### src/hw/rtl/wpsm_pkg.sv
// ----------------------------------------------------------------------------
// wpsm_pkg
// Shared types and constants of the windowed pulse speed meter.
// ----------------------------------------------------------------------------
`default_nettype none

package wpsm_pkg;

  localparam int unsigned MS_W     = 32;
  localparam int unsigned CNT_W    = 32;
  localparam int unsigned MPP_W    = 24;
  localparam int unsigned SPEED_W  = 32;
  localparam int unsigned NUM_W    = CNT_W + MPP_W;
  localparam int unsigned SCL_W    = NUM_W + 12;
  localparam int unsigned DIV_STEPS = SPEED_W;
  localparam int unsigned DSW      = $clog2(DIV_STEPS);

  localparam int unsigned QDEPTH   = 4;
  localparam int unsigned QAW      = $clog2(QDEPTH);
  localparam int unsigned QCW      = QAW + 1;

  localparam int unsigned CFG_AW   = 2;
  localparam int unsigned CFG_DW   = 32;

  localparam logic [MS_W-1:0] WINDOW_RESET  = 32'd1000;
  localparam logic [MS_W-1:0] TIMEOUT_RESET = 32'd2000;

  localparam logic REQ_PULSE  = 1'b0;
  localparam logic REQ_UPDATE = 1'b1;

  typedef enum logic [CFG_AW-1:0] {
    CFG_ENABLE  = 2'd0,
    CFG_MPP     = 2'd1,
    CFG_WINDOW  = 2'd2,
    CFG_TIMEOUT = 2'd3
  } cfg_idx_t;

  typedef struct packed {
    logic            req_type;
    logic [MS_W-1:0] now_ms;
  } in_item_t;

  typedef struct packed {
    logic               configured;
    logic               valid_res;
    logic               stale;
    logic [SPEED_W-1:0] speed_kmh;
    logic [CNT_W-1:0]   total_pulses;
    logic [MS_W-1:0]    last_pulse_time;
  } out_item_t;

  typedef struct packed {
    logic [MS_W-1:0]  now_ms;
    logic [CNT_W-1:0] pulse_count;
    logic [MS_W-1:0]  pulse_time;
  } cmd_t;

  typedef struct packed {
    logic full;
    logic empty;
  } q_stat_t;

endpackage

`default_nettype wire

### src/hw/rtl/windowed_pulse_speed_meter_top.sv
// ----------------------------------------------------------------------------
// windowed_pulse_speed_meter_top
// Pulse counting speed meter with a sampling window, stale detection and
// saturating Q16.16 km/h output.
// ----------------------------------------------------------------------------
//  channel  handshake            payload
//  input    push / full          in_data  (req_type, now_ms)
//  result   empty / pop          out_data (status, speed, count, pulse time)
//  config   cfg_we               cfg_addr, cfg_wdata
//
//  Pulse items are taken one per cycle while full is low and yield no result.
//  An update passes S_IDLE and S_FIN in the back part; when the window closes
//  also S_MUL, S_SCALE, S_CHECK and, unless saturated, the 32-step divider.
//  Up to four updates wait in the command queue; full rises when it is full.
//  Reset is synchronous; nothing is lost while pop is held low.
// ----------------------------------------------------------------------------
`default_nettype none

module windowed_pulse_speed_meter_top (
  input  wire logic                        clk,
  input  wire logic                        rst_n,
  input  wire logic                        push,
  output logic                             full,
  input  wire wpsm_pkg::in_item_t          in_data,
  output logic                             empty,
  input  wire logic                        pop,
  output wpsm_pkg::out_item_t              out_data,
  input  wire logic                        cfg_we,
  input  wire logic [wpsm_pkg::CFG_AW-1:0] cfg_addr,
  input  wire logic [wpsm_pkg::CFG_DW-1:0] cfg_wdata
);
  import wpsm_pkg::*;

  logic    q_push;
  logic    q_pop;
  cmd_t    q_cmd;
  cmd_t    q_head;
  q_stat_t q_stat;

  wpsm_front u_front (
    .clk     (clk),
    .rst_n   (rst_n),
    .push    (push),
    .in_data (in_data),
    .q_stat  (q_stat),
    .full    (full),
    .q_push  (q_push),
    .q_cmd   (q_cmd)
  );

  wpsm_queue u_queue (
    .clk     (clk),
    .rst_n   (rst_n),
    .q_push  (q_push),
    .q_cmd   (q_cmd),
    .q_pop   (q_pop),
    .q_head  (q_head),
    .q_stat  (q_stat)
  );

  wpsm_back u_back (
    .clk       (clk),
    .rst_n     (rst_n),
    .cfg_we    (cfg_we),
    .cfg_addr  (cfg_addr),
    .cfg_wdata (cfg_wdata),
    .q_head    (q_head),
    .q_stat    (q_stat),
    .q_pop     (q_pop),
    .pop       (pop),
    .empty     (empty),
    .out_data  (out_data)
  );

endmodule

`default_nettype wire

### src/hw/rtl/wpsm_front.sv
// ----------------------------------------------------------------------------
// wpsm_front
// Input stage: counts pulses and hands update ticks with a snapshot of the
// pulse state to the command queue.
// ----------------------------------------------------------------------------
`default_nettype none

module wpsm_front (
  input  wire logic              clk,
  input  wire logic              rst_n,
  input  wire logic              push,
  input  wire wpsm_pkg::in_item_t in_data,
  input  wire wpsm_pkg::q_stat_t q_stat,
  output logic                   full,
  output logic                   q_push,
  output wpsm_pkg::cmd_t         q_cmd
);
  import wpsm_pkg::*;

  logic [CNT_W-1:0] pulse_count_r;
  logic [MS_W-1:0]  pulse_time_r;
  logic             accept;

  assign full   = q_stat.full;
  assign accept = push && !q_stat.full;
  assign q_push = accept && (in_data.req_type == REQ_UPDATE);

  assign q_cmd.now_ms      = in_data.now_ms;
  assign q_cmd.pulse_count = pulse_count_r;
  assign q_cmd.pulse_time  = pulse_time_r;

  always_ff @(posedge clk) begin
    if (!rst_n) begin
      pulse_count_r <= '0;
      pulse_time_r  <= '0;
    end else if (accept && (in_data.req_type == REQ_PULSE)) begin
      pulse_count_r <= pulse_count_r + CNT_W'(1);
      pulse_time_r  <= in_data.now_ms;
    end
  end

endmodule

`default_nettype wire

### src/hw/rtl/wpsm_queue.sv
// ----------------------------------------------------------------------------
// wpsm_queue
// Short command queue between the front and back parts.
// ----------------------------------------------------------------------------
`default_nettype none

module wpsm_queue (
  input  wire logic           clk,
  input  wire logic           rst_n,
  input  wire logic           q_push,
  input  wire wpsm_pkg::cmd_t q_cmd,
  input  wire logic           q_pop,
  output wpsm_pkg::cmd_t      q_head,
  output wpsm_pkg::q_stat_t   q_stat
);
  import wpsm_pkg::*;

  cmd_t           entry_r [QDEPTH];
  logic [QAW-1:0] wr_ptr_r;
  logic [QAW-1:0] rd_ptr_r;
  logic [QCW-1:0] fill_r;
  logic           do_push;
  logic           do_pop;

  assign q_stat.full  = (fill_r == QCW'(QDEPTH));
  assign q_stat.empty = (fill_r == '0);
  assign do_push      = q_push && !q_stat.full;
  assign do_pop       = q_pop && !q_stat.empty;
  assign q_head       = entry_r[rd_ptr_r];

  always_ff @(posedge clk) begin
    if (do_push) begin
      entry_r[wr_ptr_r] <= q_cmd;
    end
  end

  always_ff @(posedge clk) begin
    if (!rst_n) begin
      wr_ptr_r <= '0;
      rd_ptr_r <= '0;
      fill_r   <= '0;
    end else begin
      if (do_push) begin
        wr_ptr_r <= wr_ptr_r + QAW'(1);
      end
      if (do_pop) begin
        rd_ptr_r <= rd_ptr_r + QAW'(1);
      end
      if (do_push && !do_pop) begin
        fill_r <= fill_r + QCW'(1);
      end else if (do_pop && !do_push) begin
        fill_r <= fill_r - QCW'(1);
      end
    end
  end

endmodule

`default_nettype wire

### src/hw/rtl/wpsm_back.sv
// ----------------------------------------------------------------------------
// wpsm_back
// Execution stage: window bookkeeping, speed computation with a bit-serial
// divider, status flags and the result register.
// ----------------------------------------------------------------------------
`default_nettype none

module wpsm_back (
  input  wire logic                            clk,
  input  wire logic                            rst_n,
  input  wire logic                            cfg_we,
  input  wire logic [wpsm_pkg::CFG_AW-1:0]     cfg_addr,
  input  wire logic [wpsm_pkg::CFG_DW-1:0]     cfg_wdata,
  input  wire wpsm_pkg::cmd_t                  q_head,
  input  wire wpsm_pkg::q_stat_t               q_stat,
  output logic                                 q_pop,
  input  wire logic                            pop,
  output logic                                 empty,
  output wpsm_pkg::out_item_t                  out_data
);
  import wpsm_pkg::*;

  typedef enum logic [2:0] {
    S_IDLE,
    S_MUL,
    S_SCALE,
    S_CHECK,
    S_DIV,
    S_FIN
  } state_t;

  state_t             state_r;

  logic               enable_r;
  logic [MPP_W-1:0]   mpp_r;
  logic [MS_W-1:0]    window_r;
  logic [MS_W-1:0]    timeout_r;

  logic [MS_W-1:0]    wst_r;
  logic [CNT_W-1:0]   wsc_r;
  logic [SPEED_W-1:0] held_speed_r;

  logic               cfg_ok_r;
  logic               valid_r;
  logic               stale_r;
  logic               did_div_r;
  logic [CNT_W-1:0]   cnt_r;
  logic [MS_W-1:0]    ptime_r;
  logic [CNT_W-1:0]   delta_r;
  logic [MS_W-1:0]    elap_r;
  logic [NUM_W-1:0]   num_r;
  logic [SCL_W-1:0]   scaled_r;
  logic [MS_W-1:0]    rem_r;
  logic [SPEED_W-1:0] quo_r;
  logic [DSW-1:0]     step_r;

  logic               out_valid_r;
  out_item_t          out_r;

  logic               cfg_ok;
  logic [MS_W-1:0]    elapsed;
  logic               win_hit;
  logic [MS_W-1:0]    age;
  logic               is_stale;
  logic               no_pulse;
  logic               need_div;
  logic [MS_W:0]      shl;
  logic               ge;
  logic [MS_W:0]      diff;
  logic [SPEED_W-1:0] held_nxt;
  logic               out_load;

  assign cfg_ok   = enable_r && (mpp_r != '0);
  assign elapsed  = q_head.now_ms - wst_r;
  assign win_hit  = (elapsed >= window_r);
  assign age      = q_head.now_ms - q_head.pulse_time;
  assign is_stale = (q_head.pulse_time != '0) && (age > timeout_r);
  assign no_pulse = (q_head.pulse_count == '0);
  assign need_div = cfg_ok && win_hit && (elapsed != '0);

  assign q_pop    = (state_r == S_IDLE) && !q_stat.empty;

  assign shl  = {rem_r, quo_r[SPEED_W-1]};
  assign ge   = (shl >= {1'b0, elap_r});
  assign diff = shl - {1'b0, elap_r};

  assign held_nxt = valid_r ? (did_div_r ? quo_r : held_speed_r) : '0;
  assign out_load = (state_r == S_FIN) && (!out_valid_r || pop);

  assign empty    = !out_valid_r;
  assign out_data = out_r;

  always_ff @(posedge clk) begin
    if (!rst_n) begin
      enable_r  <= 1'b0;
      mpp_r     <= '0;
      window_r  <= WINDOW_RESET;
      timeout_r <= TIMEOUT_RESET;
    end else if (cfg_we) begin
      case (cfg_idx_t'(cfg_addr))
        CFG_ENABLE:  enable_r  <= cfg_wdata[0];
        CFG_MPP:     mpp_r     <= cfg_wdata[MPP_W-1:0];
        CFG_WINDOW:  window_r  <= cfg_wdata[MS_W-1:0];
        CFG_TIMEOUT: timeout_r <= cfg_wdata[MS_W-1:0];
        default: ;
      endcase
    end
  end

  always_ff @(posedge clk) begin
    if (!rst_n) begin
      state_r      <= S_IDLE;
      wst_r        <= '0;
      wsc_r        <= '0;
      held_speed_r <= '0;
      out_valid_r  <= 1'b0;
    end else begin
      if (pop && out_valid_r && !out_load) begin
        out_valid_r <= 1'b0;
      end
      case (state_r)
        S_IDLE: begin
          if (!q_stat.empty) begin
            cfg_ok_r  <= cfg_ok;
            valid_r   <= cfg_ok && !no_pulse && !is_stale;
            stale_r   <= cfg_ok && !no_pulse && is_stale;
            did_div_r <= need_div;
            cnt_r     <= q_head.pulse_count;
            ptime_r   <= q_head.pulse_time;
            delta_r   <= q_head.pulse_count - wsc_r;
            elap_r    <= elapsed;
            if (cfg_ok && win_hit) begin
              wst_r <= q_head.now_ms;
              wsc_r <= q_head.pulse_count;
            end
            state_r <= need_div ? S_MUL : S_FIN;
          end
        end
        S_MUL: begin
          num_r   <= NUM_W'(delta_r) * NUM_W'(mpp_r);
          state_r <= S_SCALE;
        end
        S_SCALE: begin
          // times 3600 = 4096 - 512 + 16
          scaled_r <= (SCL_W'(num_r) << 12) - (SCL_W'(num_r) << 9) + (SCL_W'(num_r) << 4);
          state_r  <= S_CHECK;
        end
        S_CHECK: begin
          if (scaled_r[SCL_W-1:SPEED_W] >= (SCL_W-SPEED_W)'(elap_r)) begin
            quo_r   <= '1;
            state_r <= S_FIN;
          end else begin
            rem_r   <= scaled_r[SPEED_W+MS_W-1:SPEED_W];
            quo_r   <= scaled_r[SPEED_W-1:0];
            step_r  <= '0;
            state_r <= S_DIV;
          end
        end
        S_DIV: begin
          rem_r  <= ge ? diff[MS_W-1:0] : shl[MS_W-1:0];
          quo_r  <= {quo_r[SPEED_W-2:0], ge};
          step_r <= step_r + DSW'(1);
          if (step_r == DSW'(DIV_STEPS - 1)) begin
            state_r <= S_FIN;
          end
        end
        S_FIN: begin
          if (out_load) begin
            held_speed_r          <= held_nxt;
            out_valid_r           <= 1'b1;
            out_r.configured      <= cfg_ok_r;
            out_r.valid_res       <= valid_r;
            out_r.stale           <= stale_r;
            out_r.speed_kmh       <= held_nxt;
            out_r.total_pulses    <= cnt_r;
            out_r.last_pulse_time <= ptime_r;
            state_r               <= S_IDLE;
          end
        end
        default: state_r <= S_IDLE;
      endcase
    end
  end

endmodule

`default_nettype wire

### config.mk
export PLATFORM = sky130hd
export DESIGN_NAME = windowed_pulse_speed_meter_top
export DESIGN_NICKNAME = d
export VERILOG_FILES = /design/src/hw/rtl/wpsm_pkg.sv /design/src/hw/rtl/windowed_pulse_speed_meter_top.sv /design/src/hw/rtl/wpsm_front.sv /design/src/hw/rtl/wpsm_queue.sv /design/src/hw/rtl/wpsm_back.sv
export SDC_FILE = /design/constraint.sdc
export NUM_CORES = 2
export LEC_CHECK = 0
export BUFFER_PORTS_ARGS = -buffer_cell sky130_fd_sc_hd__buf_2
export CAP_MARGIN = 5
export CELL_PAD_IN_SITES_DETAIL_PLACEMENT = 1
export CELL_PAD_IN_SITES_GLOBAL_PLACEMENT = 1
export CORE_ASPECT_RATIO = 1.75
export CORE_MARGIN = 2
export CORE_UTILIZATION = 51
export DETAILED_ROUTE_END_ITERATION = 16
export GPL_ROUTABILITY_DRIVEN = 0
export PLACE_DENSITY = 0.82
export SLEW_MARGIN = 0
export SYNTH_ARGS = -nofsm -noshare
export SYNTH_HDL_FRONTEND = slang
export SYNTH_SLANG_ARGS = --single-unit
### constraint.sdc
create_clock -name clk -period 10.35 [get_ports clk]
set_clock_uncertainty 0.05 [all_clocks]
set_input_delay 1.035 -clock clk [delete_from_list [all_inputs] [get_ports clk]]
set_output_delay 1.035 -clock clk [all_outputs]
set_load 0.01 [all_outputs]
==> impl_metrics.py <==
metrics = {
    "grt": {
        "grt_max_degree": 170,
        "grt_util_all_layers_pct": 33.2,
        "overflow": 0,
        "grt_pass1_wl_mm": 386,
        "grt_pass1_vias": 64100,
        "antenna_found_initial": 20,
    },
    "clocking": {
        "clk_path_buf_depth": 3,
        "clk_pin_slew_worst_paths_ps": 80,
        "postCtsSetupRepairBufs": 0,
        "cts_hold_buf": 0,
        "htreeDepth": 3,
        "clkLatencyLatePin_ps": 770,
        "cts_buffers": 98,
        "cts-resized-gates": 0,
        "cts_sinks": 1066,
        "cts_tree": "built",
        "cts_root_buf": "clkbuf_16",
    },
    "cells_and_area": {
        "final_common_cell": "inv_1",
        "syn_to_final_growth_pct": 8.39,
        "fin_nets": 8585,
        "mostFrequentLayoutCells": "1133 x inv_1, 820 x nand2_1, 804 x edfxtp_1",
        "final_util_pct": 55.5,
        "drive_gt1_share_pct": 8.20,
        "fill_cells": 16200,
    },
    "power_and_ir_drop": {
        "vdd_drop_max_mv": 0.237,
        "p_sw_share_pct": 44.1,
        "power_density_mw_per_mm2": 240,
        "p_sw_uw": 8860,
        "combPwrFrac_pct": 51.1,
        "p_int_uw": 11200,
        "p_leak_uw": 0.0357,
        "power_uw": 20100,
        "seq_power_share_pct": 29.0,
        "pwr-share-clk_pct": 19.9,
    },
    "critical_path": {
        "worstPathArrival_ps": 9020,
        "crit_path_end_kind": "register",
        "worst_path_max_delay_cell": "dfxtp_1",
        "path_max_fanout": 24,
        "start_kind": "register",
        "crit_chain": "buf_4 -> and2_1 -> fa_1 -> inv_1 -> fa_1 -> fa_1 -> inv_1 -> fa_1 -> inv_1 -> fa_1 -> fa_1 -> fa_1 -> inv_1 -> ha_1 -> and3_2 -> nand2_1 -> o21ai_0 -> a21oi_1 -> o31ai_4 -> a221oi_2 -> o31a_1 -> xnor2_1",
        "cp.required_ps": 10650,
        "crit_top_cell": "fa_1",
        "slowest_delay_ps": 1160,
        "criticalPathCategory": "reg -> reg",
    },
    "sta": {
        "setup-tns-final_ps": 0,
        "setup_viol": 0,
        "worstMarginPinSlew_ps": 1280,
        "final.period_utilization_pct": 84.3,
        "fin_hold_ws_ps": 373,
        "fin_ws_ps": 1630,
        "fmax_mhz": 115,
        "rsz0062_at_grt": "false",
        "drv_slew": 0,
        "relSlewSlack_pct": 14.6,
        "min_period_ps": 8720,
        "hold_viol": 0,
    },
    "logic_synthesis": {
        "synth_edf_count": 804,
        "yosys_warnings": 0,
        "syn_nets": 8548,
        "synthSimpleGateAreaFrac_pct": 12.2,
        "synth_compound_area_share_pct": 9.56,
        "yosysSeqAreaShare_pct": 38.0,
        "synth_top_family_by_area": "adder cells",
        "syn_area_mm2": 0.0773,
        "synth_cells": 7283,
        "synthXorXnorAreaFrac_pct": 2.71,
        "synth.top_cell.area_share_pct": 31.2,
        "synth_mux_area_share_pct": 4.13,
        "synthTopCellsByArea": "edfxtp_1 31%, fa_1 18%, ha_1 7.8%, dfxtp_1 6.8%, inv_1 5.5%",
        "dominantRegCellSynth": "edfxtp_1",
        "async_flop_share_pct": 0,
        "synthAdderAreaFrac_pct": 26.2,
        "syn_area_per_cell_um2": 10.6,
        "ys_seq_elements": 1066,
        "yosys.area.top_type": "edfxtp_1",
        "ys_types": 93,
    },
    "drt": {
        "via_per_inst": 6.02,
        "drt-total-wl_mm": 256,
        "drc_errors": 0,
        "vias": 56700,
        "dr.pass1.iters": 5,
        "drt_iter0_markers": 3730,
        "detail_route.wl_per_cell_um": 27.2,
        "drtAntennaViolNets": 0,
    },
    "place": {
        "placement.io_buffers": 172,
        "hpwl_mm": 192,
        "place_ws_ps": 1770,
    },
    "die": {
        "coreArea_mm2": 0.151,
        "fp.dieW_um": 298,
        "dieArea_mm2": 0.155,
        "die_h_um": 519,
        "rows": 189,
        "start_util_pct": 51.2,
        "pin_count": 173,
    },
    "hold_path": {
        "hp-class": "reg -> reg",
    },
    "status": {
        "outcome": "finished clean",
    },
    "run": {
        "max_cap_viol_count": 0,
    },
}
==> layout make-up <==
class | instances | area [µm²] | area share (%)
Sequential cell | 1066 | 29400 | 35.1
Clock buffer | 121 | 2670 | 3.19
Tap cell | 2005 | 2510 | 2.99
Clock inverter | 65 | 811 | 0.967
Inverter | 1135 | 4270 | 5.09
Antenna cell | 8 | 20.0 | 0.0239
Multi-Input combinational cell | 4750 | 42500 | 50.7
Timing Repair Buffer | 269 | 1630 | 1.94
==> metrics by stage <==
step                instance area, µm²  cells
floorplan                        77300   7283
global placement                 80300   9225
detailed placement               80300   9225
CTS                              83800   9411
global route                     83800   9414
finish                           83800   9419
==> logic make-up after synthesis <==
group / count (synthesis)
compound gates: 1167
xor+xnor: 239
fa+ha+maj: 1193
buf+inv: 1467
flops: 1066
mux: 199
simple gates: 1952
==> power by group through the flow <==
stage / sequential (µW) / combinational [µW] / clock [µW]
floorplan: 5650 / 6780 / 0
global placement: 5860 / 9510 / 0
detailed placement: 5890 / 9970 / 0
CTS: 5810 / 10100 / 4030
global route: 5860 / 11100 / 4150
finish: 5830 / 10300 / 3990
==> registers in the layout, summed over array words and instances (netlist names), 24 cells and up, named ones only <==
name,cells
u_back.held_speed_r,32
u_back.out_data,99
u_front.pulse_count_r,32
u_back.window_r,32
u_front.pulse_time_r,32
u_back.rem_r,32
u_back.mpp_r,24
u_back.elap_r,32
u_back.num_r,56
u_queue.entry_r,384
u_back.wst_r,32
u_back.wsc_r,32
u_back.quo_r,32
u_back.scaled_r,64
u_back.delta_r,32
u_back.ptime_r,32
u_back.timeout_r,32
u_back.cnt_r,32
==> worst max-delay path, delay by kind of cell, from the launching register on <==
family	cells	cell delay, ps
AOI/OAI and AO/OA	5	1260
xor gates and xnor gates	1	780
adders and majority gates	8	3950
buffers and inverters	5	610
DFF	1	1160
and+or+nand+nor	3	520
==> synth_stat cells, types with 150 or more instances <==
cell type / n
ha_1: 482
a21o_1: 156
o21ai_0: 241
and2_1: 426
edfxtp_1: 804
dfxtp_1: 262
a21oi_1: 425
inv_1: 1134
nand2_1: 820
clkbuf_1: 303
xnor2_1: 150
fa_1: 711
nor2_1: 228
==> path summary, 6_finish.rpt <==
path	slack [ps]	cells after the start	startpoint	to
min	370	0	u_back.cnt_r[6]	u_back.out_data[38]
max reg2reg	1630	22	u_back.mpp_r[4]	u_back.num_r[40]
min reg2reg	370	0	u_back.cnt_r[6]	u_back.out_data[38]
max	1630	22	u_back.mpp_r[4]	u_back.num_r[40]
==> per-layer routing <==
layer / GRT usage, % / wire length, µm
met2: 59.7 / 133000
met5: 0 / 185
met3: 6.27 / 15900
met4: 27.5 / 25000
met1: 33.0 / 82300
No activity file was read; power rests on OpenSTA's default activity.
